==> config.mk <==
export PLATFORM = sky130hd
export DESIGN_NAME = sweep_zone_obstacle_decision_core
export DESIGN_NICKNAME = d
export VERILOG_FILES = /design/src/hw/rtl/szod_pkg.sv /design/src/hw/rtl/sweep_zone_obstacle_decision_core.sv /design/src/hw/rtl/szod_zone_tracker.sv
export SDC_FILE = /design/constraint.sdc
export NUM_CORES = 1
export LEC_CHECK = 0
export BUFFER_PORTS_ARGS = -buffer_cell sky130_fd_sc_hd__buf_4
export CAP_MARGIN = 20
export CORE_MARGIN = 3
export CORE_UTILIZATION = 40
export DETAILED_ROUTE_END_ITERATION = 12
export SLEW_MARGIN = 15
export SYNTH_ARGS = -nofsm -noshare
export SYNTH_HDL_FRONTEND = slang
export SYNTH_SLANG_ARGS = --single-unit
==> constraint.sdc <==
create_clock -name clk_i -period 8.1 [get_ports clk_i]
set_input_delay 0.81 -clock clk_i [delete_from_list [all_inputs] [get_ports clk_i]]
set_output_delay 0.81 -clock clk_i [all_outputs]
set_load 0.01 [all_outputs]
==> src/hw/rtl/szod_pkg.sv <==
package szod_pkg;

  // Field widths
  localparam int unsigned AngleW   = 8;
  localparam int unsigned RangeW   = 16;
  localparam int unsigned NearestW = 17;
  localparam int unsigned CfgIdxW  = 2;

  // Sweep geometry default
  localparam int unsigned MaxSweepAngleDef = 180;

  // Empty zone marker and register reset values
  localparam logic [RangeW-1:0] EmptyMin         = 16'd7777;
  localparam logic [RangeW-1:0] ThresholdRst     = 16'd15;
  localparam logic [AngleW-1:0] FrontStartRst    = 8'd61;
  localparam logic [AngleW-1:0] LeftStartRst     = 8'd121;
  localparam logic signed [NearestW-1:0] NearestNone = -17'sd1;

  // Configuration register indexes
  localparam logic [CfgIdxW-1:0] RegThreshold  = 2'd0;
  localparam logic [CfgIdxW-1:0] RegFrontStart = 2'd1;
  localparam logic [CfgIdxW-1:0] RegLeftStart  = 2'd2;

  typedef enum logic [1:0] {
    HeadForward  = 2'd0,
    HeadRight    = 2'd1,
    HeadLeft     = 2'd2,
    HeadBackward = 2'd3
  } heading_e;

  typedef struct packed {
    logic [RangeW-1:0] threshold;
    logic [AngleW-1:0] front_start;
    logic [AngleW-1:0] left_start;
  } cfg_t;

  typedef struct packed {
    logic [AngleW-1:0] angle;
    logic [RangeW-1:0] range_value;
    logic              sweep_end;
  } item_t;

  typedef struct packed {
    heading_e                    heading;
    logic signed [NearestW-1:0]  nearest;
  } decision_t;

endpackage

==> src/hw/rtl/sweep_zone_obstacle_decision_core.sv <==
// Sweep zone obstacle decision. Takes one range reading per item and keeps
// the smallest nonzero distance in the right, front and left zones (zone
// bounds set by front_start and left_start; angle 0 never counts as right and
// angles above MaxSweepAngle touch no zone). An item with sweep_end set folds
// its reading in, then yields one result: heading 0 forward, 1 right, 2 left,
// 3 backward, with nearest the chosen zone's minimum (-1 for backward); the
// minima then return to 7777. Items are taken one per cycle while none is held
// back; a result passes the input register, then the result register.
// Only a result left waiting at the output holds back a following item with
// sweep_end set. Configuration is written through cfg_we_i/cfg_idx_i/
// cfg_wdata_i and should change only while no item is in flight.
module sweep_zone_obstacle_decision_core #(
  parameter int unsigned MaxSweepAngle = szod_pkg::MaxSweepAngleDef
) (
  input  logic                                 clk_i,
  input  logic                                 rst_ni,
  // Configuration write port
  input  logic                                 cfg_we_i,
  input  logic [szod_pkg::CfgIdxW-1:0]         cfg_idx_i,
  input  logic [szod_pkg::RangeW-1:0]          cfg_wdata_i,
  // Reading channel
  input  logic                                 in_valid_i,
  output logic                                 in_ready_o,
  input  logic [szod_pkg::AngleW-1:0]          angle_i,
  input  logic [szod_pkg::RangeW-1:0]          range_value_i,
  input  logic                                 sweep_end_i,
  // Decision channel
  output logic                                 out_valid_o,
  input  logic                                 out_ready_i,
  output logic [1:0]                           heading_o,
  output logic signed [szod_pkg::NearestW-1:0] nearest_o
);
  import szod_pkg::*;

  cfg_t      cfg_q;
  item_t     item_q;
  logic      item_valid_q;
  logic      item_fire;
  logic      out_valid_q;
  heading_e  heading_q;
  logic signed [NearestW-1:0] nearest_q;
  decision_t decision;

  // Configuration registers
  always_ff @(posedge clk_i or negedge rst_ni) begin
    if (!rst_ni) begin
      cfg_q.threshold   <= ThresholdRst;
      cfg_q.front_start <= FrontStartRst;
      cfg_q.left_start  <= LeftStartRst;
    end else if (cfg_we_i) begin
      unique case (cfg_idx_i)
        RegThreshold:  cfg_q.threshold   <= cfg_wdata_i;
        RegFrontStart: cfg_q.front_start <= cfg_wdata_i[AngleW-1:0];
        RegLeftStart:  cfg_q.left_start  <= cfg_wdata_i[AngleW-1:0];
        default: ;
      endcase
    end
  end

  // The registered item moves on unless it needs a result slot that is full
  assign item_fire  = item_valid_q && (!item_q.sweep_end || !out_valid_q || out_ready_i);
  assign in_ready_o = !item_valid_q || item_fire;

  // Input register
  always_ff @(posedge clk_i or negedge rst_ni) begin
    if (!rst_ni) begin
      item_valid_q <= 1'b0;
    end else if (in_ready_o) begin
      item_valid_q <= in_valid_i;
    end
  end

  always_ff @(posedge clk_i) begin
    if (in_ready_o && in_valid_i) begin
      item_q.angle       <= angle_i;
      item_q.range_value <= range_value_i;
      item_q.sweep_end   <= sweep_end_i;
    end
  end

  szod_zone_tracker #(
    .MaxSweepAngle(MaxSweepAngle)
  ) u_zone_tracker (
    .clk_i     (clk_i),
    .rst_ni    (rst_ni),
    .fire_i    (item_fire),
    .item_i    (item_q),
    .cfg_i     (cfg_q),
    .decision_o(decision)
  );

  // Result register
  always_ff @(posedge clk_i or negedge rst_ni) begin
    if (!rst_ni) begin
      out_valid_q <= 1'b0;
    end else if (item_fire && item_q.sweep_end) begin
      out_valid_q <= 1'b1;
    end else if (out_ready_i) begin
      out_valid_q <= 1'b0;
    end
  end

  always_ff @(posedge clk_i) begin
    if (item_fire && item_q.sweep_end) begin
      heading_q <= decision.heading;
      nearest_q <= decision.nearest;
    end
  end

  assign out_valid_o = out_valid_q;
  assign heading_o   = heading_q;
  assign nearest_o   = nearest_q;

`ifndef ASSERT_OFF
  a_no_overwrite: assert property (@(posedge clk_i) disable iff (!rst_ni)
    out_valid_q && !out_ready_i |-> !(item_fire && item_q.sweep_end))
    else $error("pending result overwritten");

  a_stall_holds_item: assert property (@(posedge clk_i) disable iff (!rst_ni)
    item_valid_q && !item_fire |=> item_valid_q && $stable(item_q))
    else $error("stalled item lost or changed");

  a_result_follows_end: assert property (@(posedge clk_i) disable iff (!rst_ni)
    $rose(out_valid_q) |-> $past(item_fire && item_q.sweep_end))
    else $error("result without sweep end");
`endif

endmodule

==> src/hw/rtl/szod_zone_tracker.sv <==
module szod_zone_tracker #(
  parameter int unsigned MaxSweepAngle = szod_pkg::MaxSweepAngleDef
) (
  input  logic                clk_i,
  input  logic                rst_ni,
  input  logic                fire_i,
  input  szod_pkg::item_t     item_i,
  input  szod_pkg::cfg_t      cfg_i,
  output szod_pkg::decision_t decision_o
);
  import szod_pkg::*;

  localparam logic [AngleW-1:0] MaxAngle = AngleW'(MaxSweepAngle);

  logic [RangeW-1:0] right_min_q, front_min_q, left_min_q;
  logic [RangeW-1:0] right_min_d, front_min_d, left_min_d;
  logic [RangeW-1:0] right_new, front_new, left_new;
  logic              in_sweep, in_right, in_front, in_left, has_echo;

  // Zone membership, each test on its own
  assign in_sweep = item_i.angle <= MaxAngle;
  assign has_echo = item_i.range_value != '0;
  assign in_right = in_sweep && (item_i.angle != '0) && (item_i.angle < cfg_i.front_start);
  assign in_front = in_sweep && (item_i.angle >= cfg_i.front_start)
                    && (item_i.angle < cfg_i.left_start);
  assign in_left  = in_sweep && (item_i.angle >= cfg_i.left_start);

  // Running minimum fold
  always_comb begin
    right_new = right_min_q;
    front_new = front_min_q;
    left_new  = left_min_q;
    if (in_right && has_echo && item_i.range_value < right_min_q) begin
      right_new = item_i.range_value;
    end
    if (in_front && has_echo && item_i.range_value < front_min_q) begin
      front_new = item_i.range_value;
    end
    if (in_left && has_echo && item_i.range_value < left_min_q) begin
      left_new = item_i.range_value;
    end
  end

  // Heading decision on the folded minima
  always_comb begin
    if (front_new > cfg_i.threshold) begin
      decision_o.heading = HeadForward;
      decision_o.nearest = NearestW'({1'b0, front_new});
    end else if (right_new > cfg_i.threshold && right_new >= left_new) begin
      decision_o.heading = HeadRight;
      decision_o.nearest = NearestW'({1'b0, right_new});
    end else if (left_new > cfg_i.threshold && left_new >= right_new) begin
      decision_o.heading = HeadLeft;
      decision_o.nearest = NearestW'({1'b0, left_new});
    end else begin
      decision_o.heading = HeadBackward;
      decision_o.nearest = NearestNone;
    end
  end

  // Minima return to empty after a decision
  always_comb begin
    right_min_d = right_min_q;
    front_min_d = front_min_q;
    left_min_d  = left_min_q;
    if (fire_i) begin
      if (item_i.sweep_end) begin
        right_min_d = EmptyMin;
        front_min_d = EmptyMin;
        left_min_d  = EmptyMin;
      end else begin
        right_min_d = right_new;
        front_min_d = front_new;
        left_min_d  = left_new;
      end
    end
  end

  always_ff @(posedge clk_i or negedge rst_ni) begin
    if (!rst_ni) begin
      right_min_q <= EmptyMin;
      front_min_q <= EmptyMin;
      left_min_q  <= EmptyMin;
    end else begin
      right_min_q <= right_min_d;
      front_min_q <= front_min_d;
      left_min_q  <= left_min_d;
    end
  end

`ifndef ASSERT_OFF
  a_clear_after_end: assert property (@(posedge clk_i) disable iff (!rst_ni)
    fire_i && item_i.sweep_end |=>
      right_min_q == EmptyMin && front_min_q == EmptyMin && left_min_q == EmptyMin)
    else $error("minima not cleared after sweep end");

  a_min_nonzero: assert property (@(posedge clk_i) disable iff (!rst_ni)
    right_min_q != '0 && front_min_q != '0 && left_min_q != '0)
    else $error("zone minimum holds zero");

  a_min_no_rise: assert property (@(posedge clk_i) disable iff (!rst_ni)
    fire_i && !item_i.sweep_end |=>
      right_min_q <= $past(right_min_q) && front_min_q <= $past(front_min_q)
      && left_min_q <= $past(left_min_q))
    else $error("zone minimum rose within a sweep");

  a_backward_code: assert property (@(posedge clk_i) disable iff (!rst_ni)
    (decision_o.heading == HeadBackward) == (decision_o.nearest == NearestNone))
    else $error("backward heading and nearest mismatch");
`endif

endmodule

## Word level (Yosys, flattened, before mapping)

Index checks and enable logic that the tools add are counted.

| word-level totals | value |
|---|---|
| logic and storage cells | 71 |
| output and inout port bits | 21 |
| register bits after elaboration | 126 |
| bits of input ports | 48 |

| cells by class | value |
|---|---|
| magnitude comparators | 13 |
| reductions and logical operators | 30 |
| eq/ne operators | 2 |
| mux-type cells | 11 |

Operator list:

| operator | count |
|---|---|
| 16-bit 2-to-1 mux | 7 |
| 16-bit greater-than comparator | 3 |
| 16-bit less-than comparator | 3 |
| 18-bit 2-to-1 mux | 2 |
| 16-bit greater-or-equal comparator | 2 |
| 8-bit greater-or-equal comparator | 2 |
| 1-bit logical AND | 16 |
| 8-bit less-than comparator | 2 |
| 16-bit nonzero test | 1 |
| 8-bit less-or-equal comparator (second input constant) | 1 |
| 8-bit nonzero test | 1 |
| 2-bit AND reduction | 3 |
| 1-bit zero test | 3 |
| 1-bit logical OR | 3 |
| 2-bit by 1-bit equality test with 1-bit output (second input constant) | 1 |
| 2-bit equality test (second input constant) | 1 |
| 2-bit zero test | 1 |
| 1-bit 2-to-1 mux | 2 |
| 2-bit nonzero test | 1 |
| 2-bit OR reduction | 1 |

## Depth between registers and ports, before layout

Gate-level depths: netlist of the first run.

| logic depth | value |
|---|---|
| word-level depth | 11 |
| depth in mapped cells | 21 |

## Modules after synthesis

A second synthesis of the first run with hierarchy kept.

| unflattened totals | value |
|---|---|
| cell total of the unflattened synthesis | 848 |
| area total of the unflattened synthesis | 8,565.7 um^2 |

By module, submodules not included:

| module | times used | cells each | area an instance (um^2) |
|---|---|---|---|
| szod_zone_tracker | 1 | 726 | 5,921.9 |
| sweep_zone_obstacle_decision_core | 1 | 122 | 2,643.8 |

## Least setup slack after synthesis of the first run

Ideal clock, no wire load.

| timing path | value |
|---|---|
| kind | reg2reg |
| start | register item_q[2] (netlist bit) |
| end | register nearest_q[13] (netlist: nearest_o[13]) (data pin) |
| stages on the path, launching flop included | 20 |
| data required time | 7.827 ns |
| setup slack | 3.412 ns |
| arrival time | 4.415 ns |
| path buffers | 3 |
| cell sequence | edfxtp_1 -> ha_1 -> a2111oi_0 -> o31ai_1 -> o31a_1 -> or4_1 -> buf_2 -> buf_4 -> mux2i_1 -> inv_1 -> ha_1 -> a21o_1 -> a21o_1 -> a21oi_1 -> o21a_1 -> a311oi_1 -> nor3_1 -> clkbuf_1 -> a22o_1 -> a31oi_1 |

RTL lines:

| element | RTL line | source |
|---|---|---|
| start, declared | sweep_zone_obstacle_decision_core.sv:36 | `item_t item_q;` |
| end signal, assigned | sweep_zone_obstacle_decision_core.sv:106 | `nearest_q <= decision.nearest;` |
| end, declared | sweep_zone_obstacle_decision_core.sv:41 | `logic signed [NearestW-1:0] nearest_q;` |

==> results.py, run 1 <==
metrics = {
    "layout": {
        "final_nets": 1063,
        "final_util": 0.484,
        "antenna_cells": 0,
        "area_growth_pct": 17.0,
        "final_area_um2": 9950,
        "n_fill_cell": 1912,
        "layout-drive-gt1-share": 0.188,
    },
    "floorplan": {
        "die_w_um": 152,
        "die_h_um": 152,
        "ios": 69,
        "fp.dieArea_um2": 23000,
        "start_util": 0.413,
        "rows": 52,
        "coreArea_um2": 20600,
    },
    "timing": {
        "min_period_ns": 6.01,
        "whs_ns": 0.381,
        "hold_viol": 0,
        "rsz0062_at_grt": "no",
        "tightest_slew_ns": 1.04,
        "finalSetupViolCount": 0,
        "fmax_ghz": 0.167,
        "fin_crit_sh": 0.741,
        "drv_slew": 0,
        "fin_skew_ns": 0.00916,
        "slew_headroom": 0.304,
        "fin_setup_tns_ns": 0,
    },
    "setup_path": {
        "cp_top_family": "simple AND/OR/NAND/NOR gates",
        "arrival_ns": 6.13,
        "critPathSlowestCell": "nor2_1",
        "worst-r2r-setup-slack_ns": 2.09,
        "crit_path_start_kind": "flop",
        "cp_max_fo": 11,
        "path_cells": "ha_1 -> a21o_1 -> a21oi_1 -> o2111ai_1 -> nor4b_1 -> o21ai_2 -> buf_4 -> mux2i_1 -> inv_1 -> ha_1 -> nand4_1 -> nor3_1 -> nand3_1 -> o31ai_1 -> nor2_1 -> nor2_1 -> buf_4 -> a31oi_1",
        "timing_worst_setup_path_type": "reg2reg",
        "end_kind": "flop",
        "crit_required_ns": 8.22,
        "slowest_delay_ns": 0.59,
        "crit_buf_inv": 3,
    },
    "routing": {
        "ant_nets": 0,
        "wl_um": 23800,
        "routed-wl-met2_um": 10800,
        "drtPass1Iterations": 5,
        "top_layer": "met4",
        "drc": 0,
        "vias_per_cell": 5.62,
        "drt-initial-drc-count": 569,
        "wl_per_cell_um": 20.3,
        "met1_length_um": 10700,
        "vias": 6601,
        "wl_met3_um": 1810,
    },
    "logic_synthesis": {
        "ys_types": 60,
        "syn_nets": 992,
        "ys_warn_count": 0,
        "synth_most_common_cell": "inv_1",
        "synth-edff-count": 44,
        "ys_ff_latch": 126,
        "yosys-top-cells-area": "ha_1 (18%), edfxtp_1 (16%), dfrtp_1 (14%), dfstp_2 (11%), inv_1 (5.6%)",
        "synth_top_area_frac": 0.183,
        "synth_common_cells": "inv_1 (126), ha_1 (124), dfrtp_1 (47), mux2i_1 (47), edfxtp_1 (44)",
        "syn_inst": 820,
        "ys.flop_type": "dfrtp_1",
        "yosys.area.top_type": "ha_1",
        "synth-async-reset-ratio": 0.651,
        "seq_area_frac_synth": 0.402,
        "post_synth.cell_area_avg_um2": 10.4,
        "syn_area_um2": 8500,
    },
    "power": {
        "power_w": 0.00314,
        "switching_share": 0.375,
        "pwr-share-seq": 0.305,
        "p_sw_w": 0.00118,
        "ir_worst_vdd_mv": 0.167,
        "power_frac_comb": 0.430,
        "p_int_w": 0.00197,
        "power.leakage_nw": 4.80,
        "p_clk_frac": 0.265,
        "cellPowerDensity_nw_per_um2": 316,
    },
    "clock_network": {
        "hold_buffers": 0,
        "cts_max_level": 4,
        "cts.path.max_buffers": 2,
        "clkSinkCount": 126,
        "cts-root-buf": "clkbuf_16",
        "cts_setup_buffers": 0,
        "clkTransAtPathRegs_ns": 0.05,
        "cts_buffers": 17,
        "clk_latency_ns": 0.42,
        "cts_tree": "built",
        "cts.repair.resized": 0,
    },
    "global_routing": {
        "first_global_vias": 6408,
        "antenna_found_initial": 0,
        "grt-ovfl-total": 0,
        "grt_max_degree": 43,
        "grt_pass1_wl_um": 37300,
        "grt_use_total": 0.215,
    },
    "place": {
        "numPortBuffers": 68,
        "dpl-instance-area_um2": 9310,
        "place_hpwl_um": 18100,
        "place.gp.congestion": 0.910,
    },
    "worst_hold_path": {
        "min_path_type": "in2async",
    },
    "status": {
        "status": "completed",
    },
    "run": {
        "drv_cap": 0,
    },
}
-- flip-flops by register name, summed over array words and instances, names as in the netlist --
register                    cells
u_zone_tracker.left_min_q      16
nearest_o                      17
cfg_q                          32
u_zone_tracker.right_min_q     16
heading_o                       2
item_valid_q                    1
out_valid_o                     1
item_q                         25
u_zone_tracker.front_min_q     16
-- metal layers --
layer	track usage	up-vias
met2	0.332	217
met1	0.293	3166
li1	-	3178
met5	0	-
met3	0.0663	40
met4	0.0611	0
-- cells in the final DEF (no fill, tap or decap), types with 28 or more instances in the layout --
cell      count
inv_1       126
ha_1        124
buf_4        77
mux2i_1      47
dfrtp_1      47
edfxtp_1     44
a21oi_1      38
dfstp_2      35
nand2_1      31
o21ai_0      28
-- layout make-up --
cell class	instances	area, um2	share of cell area
inverter	126	473	0.0475
sequential	126	3420	0.343
timing repair buffer	77	578	0.0581
multi-input combinational	543	4510	0.453
tap	270	338	0.0340
clock inverter	9	158	0.0158
clock buffer	23	478	0.0480
-- per-stage QoR --
stage / cells / worst slack (ns)
after floorplan: 820 / 3.41
after global placement: 1140 / 2.14
after detailed placement: 1141 / 2.44
after CTS: 1173 / 2.46
after global routing: 1174 / 1.84
final: 1174 / 2.09
-- power groups by stage --
stage	Clock [W]	Sequential, W	Combinational (W)
6_report	0.000832	0.000959	0.00135
3_3_place_gp	0	0.000967	0.00129
5_1_grt	0.000872	0.000974	0.00151
4_1_cts	0.000844	0.000957	0.00133
2_1_floorplan	0	0.000940	0.000925
3_5_place_dp	0	0.000968	0.00132
-- worst register-to-register path: cells and delay by family, from the launching register on --
family / cells / cell delay, ns
fa+ha+maj: 2 / 0.71
mux: 1 / 0.40
compound gates: 6 / 1.23
buf+inv: 3 / 0.76
simple gates: 6 / 2.06
flops: 1 / 0.57
-- cells by family (layout without fill, tap and decap cells) --
kind of cell,after synthesis,after routing,share of synthesized area
AO/OA/AOI/OAI,224,224,0.181
buffers and inverters,151,235,0.0695
AND/OR/NAND/NOR,127,127,0.0808
flip-flops,126,126,0.402
adder cells (fa/ha/maj),124,124,0.183
multiplexers,67,67,0.0832
XOR/XNOR,1,1,0.00103
-- worst paths after layout --
path,to,start,depth (start not counted)
setup / recovery,nearest_o[5]$_DFFE_PP_,item_q[14]$_DFFE_PP_,18
hold / removal,cfg_q[30]$_DFFE_PN0P_,rst_ni,1
setup reg to reg,nearest_o[5]$_DFFE_PP_,item_q[14]$_DFFE_PP_,18
hold reg to reg,cfg_q[1]$_DFFE_PN0P_,cfg_q[1]$_DFFE_PN0P_,1
max in group asynchronous,u_zone_tracker.front_min_q[4]$_DFFE_PN0P_,rst_ni,2
min in group clk_i,cfg_q[1]$_DFFE_PN0P_,cfg_q[1]$_DFFE_PN0P_,1
(Power assumes the default switching activity.)
==> inputs of run 2 (changes only) <==
clock period = 6.21 ns   (was 8.1 ns; I/O delays follow)
==> run 2 against run 1 <==
Flip-flop and latch count stayed put. Register-to-register slack worse by 1.1 ns. Total power is 27% higher. Final cell count is 1.3% higher. Fmax is 15% higher. Non-clock buffer count is 15 higher. Critical path depth is 1 lower. Design area is 0.33% higher. Via count hardly changed. First-iteration DRC count is 17% lower. Worst hold slack worse by 0.22 ns. Clock power is 14% higher. Critical path type unchanged. Critical endpoint is now nearest_o[11]$_DFFE_PP_. Highest routed layer is now met5.
==> results.py, run 2 (synthesis results as in run 1) <==
metrics = {
    "status": {
        "status": "completed",
    },
    "layout": {
        "layout-drive-gt1-share": 0.200,
        "area_growth_pct": 17.4,
        "final_common_cell": "inv_1",
        "largest_reg_flops": 32,
        "regMostFlops": "cfg_q",
        "n_fill_cell": 1973,
        "final_util": 0.485,
        "final_cell_mix": "inv_1 (126), ha_1 (124), buf_4 (91)",
        "antenna_cells": 0,
        "final_nets": 1078,
    },
    "routing": {
        "drtPass1Iterations": 5,
        "wl_per_cell_um": 20.4,
        "vias_per_cell": 5.56,
        "drc": 0,
        "vias": 6606,
        "drt-initial-drc-count": 472,
        "ant_nets": 0,
        "wl_um": 24300,
    },
    "setup_path": {
        "timing.rr.end": "nearest_o[11]$_DFFE_PP_",
        "timing_worst_setup_path_type": "reg2reg",
        "cp_max_fo": 17,
        "slowest_delay_ns": 0.56,
        "worst-r2r-setup-slack_ns": 1.01,
        "path_cells": "ha_1 -> nand4_1 -> nor2_1 -> o221ai_1 -> o21ai_2 -> buf_4 -> mux2i_1 -> inv_1 -> ha_1 -> nand4_1 -> a21oi_1 -> o31ai_1 -> o2111ai_1 -> nor2b_1 -> a311o_1 -> a21oi_4 -> a31oi_1",
        "arrival_ns": 5.33,
        "r2r-start": "item_q[16]$_DFFE_PP_",
        "reg2reg_depth": 17,
        "crit_path_start_kind": "flop",
        "end_kind": "flop",
        "crit_required_ns": 6.34,
        "critPathSlowestCell": "edfxtp_1",
    },
    "floorplan": {
        "die_h_um": 152,
        "fp.dieArea_um2": 23000,
        "coreArea_um2": 20600,
        "rows": 52,
        "ios": 69,
        "die_w_um": 152,
        "start_util": 0.413,
    },
    "timing": {
        "fin_skew_ns": 0.00620,
        "fin_setup_tns_ns": 0,
        "finalSetupViolCount": 0,
        "drv_slew": 0,
        "fin_crit_sh": 0.837,
        "whs_ns": 0.165,
        "hold_viol": 0,
        "rsz0062_at_grt": "no",
        "fmax_ghz": 0.192,
        "min_period_ns": 5.20,
        "slew_headroom": 0.279,
        "tightest_slew_ns": 1.08,
    },
    "global_routing": {
        "grt_max_degree": 49,
        "grt_use_total": 0.222,
        "antenna_found_initial": 1,
        "first_global_vias": 6623,
        "grt_pass1_wl_um": 38100,
        "grt-ovfl-total": 0,
    },
    "clock_network": {
        "clkTransAtPathRegs_ns": 0.06,
        "cts.path.max_buffers": 2,
        "cts_buffers": 17,
        "hold_buffers": 0,
        "cts_setup_buffers": 0,
        "clkSinkCount": 126,
        "cts-root-buf": "clkbuf_16",
        "clk_latency_ns": 0.43,
        "cts_tree": "built",
        "cts_max_level": 4,
        "cts.repair.resized": 0,
    },
    "place": {
        "numPortBuffers": 68,
        "place_hpwl_um": 18500,
        "place.gp.congestion": 0.896,
    },
    "power": {
        "cellPowerDensity_nw_per_um2": 400,
        "power_frac_comb": 0.446,
        "p_sw_w": 0.00156,
        "switching_share": 0.391,
        "power.leakage_nw": 4.83,
        "pwr-share-seq": 0.316,
        "ir_worst_vdd_mv": 0.236,
        "p_int_w": 0.00243,
        "p_clk_frac": 0.238,
    },
    "run": {
        "drv_cap": 0,
    },
    "worst_hold_path": {
        "min_path_type": "in2async",
    },
}
==> run 2: changes by cell type in the layout (fill, tap and decap cells not counted) <==
| cell | before | now |
|---|---|---|
| clkbuf_1 | 3 | 0 |
| inv_6 | 0 | 2 |
| clkinvlp_4 | 3 | 2 |
| bufinv_16 | 4 | 1 |
| clkinv_1 | 0 | 4 |
| inv_4 | 1 | 0 |
| clkbuf_8 | 3 | 0 |
| clkinv_2 | 0 | 2 |
| clkinv_4 | 1 | 4 |
| buf_4 | 77 | 91 |
| buf_8 | 0 | 1 |
==> run 2: worst max-delay path by stage <==
stage	startpoint	endpoint	slack, ns
6_report	item_q[16]$_DFFE_PP_	nearest_o[11]$_DFFE_PP_	1.01
5_1_grt	item_q[14]$_DFFE_PP_	nearest_o[13]$_DFFE_PP_	0.72
4_1_cts	item_q[2]$_DFFE_PP_	nearest_o[11]$_DFFE_PP_	1.08
3_5_place_dp	item_q[2]$_DFFE_PP_	nearest_o[11]$_DFFE_PP_	1.08
3_3_place_gp	item_q[2]$_DFFE_PP_	nearest_o[14]$_DFFE_PP_	1.16
2_1_floorplan	item_q[2]$_DFFE_PP_	nearest_o[13]$_DFFE_PP_	1.52
==> run 2: power groups by stage <==
stage / combinational, W / sequential [W] / clock, W
detailed placement: 0.00175 / 0.00127 / 0
CTS: 0.00176 / 0.00125 / 0.000967
global placement: 0.00172 / 0.00127 / 0
floorplan: 0.00121 / 0.00123 / 0
global route: 0.00199 / 0.00128 / 0.00101
finish: 0.00178 / 0.00126 / 0.000950
==> run 2: stage by stage <==
step           area [um2]  power (W)  worst slack (ns)  std cells
6_report             9980    0.00399              1.01       1189
3_3_place_gp         9420    0.00299              1.16       1156
2_1_floorplan        8500    0.00243              1.52        820
3_5_place_dp         9420    0.00302              1.08       1156
4_1_cts              9970    0.00398              1.08       1188
5_1_grt              9980    0.00428             0.723       1189
==> run 2: area by class of cell <==
cell class | instances | area (um2) | area share
Multi-Input combinational cell | 543 | 4510 | 0.452
Sequential cell | 126 | 3420 | 0.342
Timing Repair Buffer | 92 | 698 | 0.0700
Inverter | 126 | 473 | 0.0474
Clock buffer | 17 | 425 | 0.0426
Tap cell | 270 | 338 | 0.0338
Clock inverter | 15 | 123 | 0.0123
==> run 2: worst max-delay path: cells and delay by family (launching register included) <==
kind | cells | cell delay, ns
AND/OR/NAND/NOR | 4 | 0.65
flip-flops | 1 | 0.56
multiplexers | 1 | 0.47
buffers and inverters | 2 | 0.42
adder cells (fa/ha/maj) | 2 | 0.81
AO/OA/AOI/OAI | 8 | 1.98
==> run 2: metal layers <==
metal	routed length, um	part of all wire	vias to the layer above	GRT usage
met5	11	0.00045	-	0
met4	536	0.022	2	0.0705
met3	1620	0.067	34	0.0550
met2	11000	0.45	221	0.342
met1	11100	0.46	3140	0.307
li1	-	-	3209	-
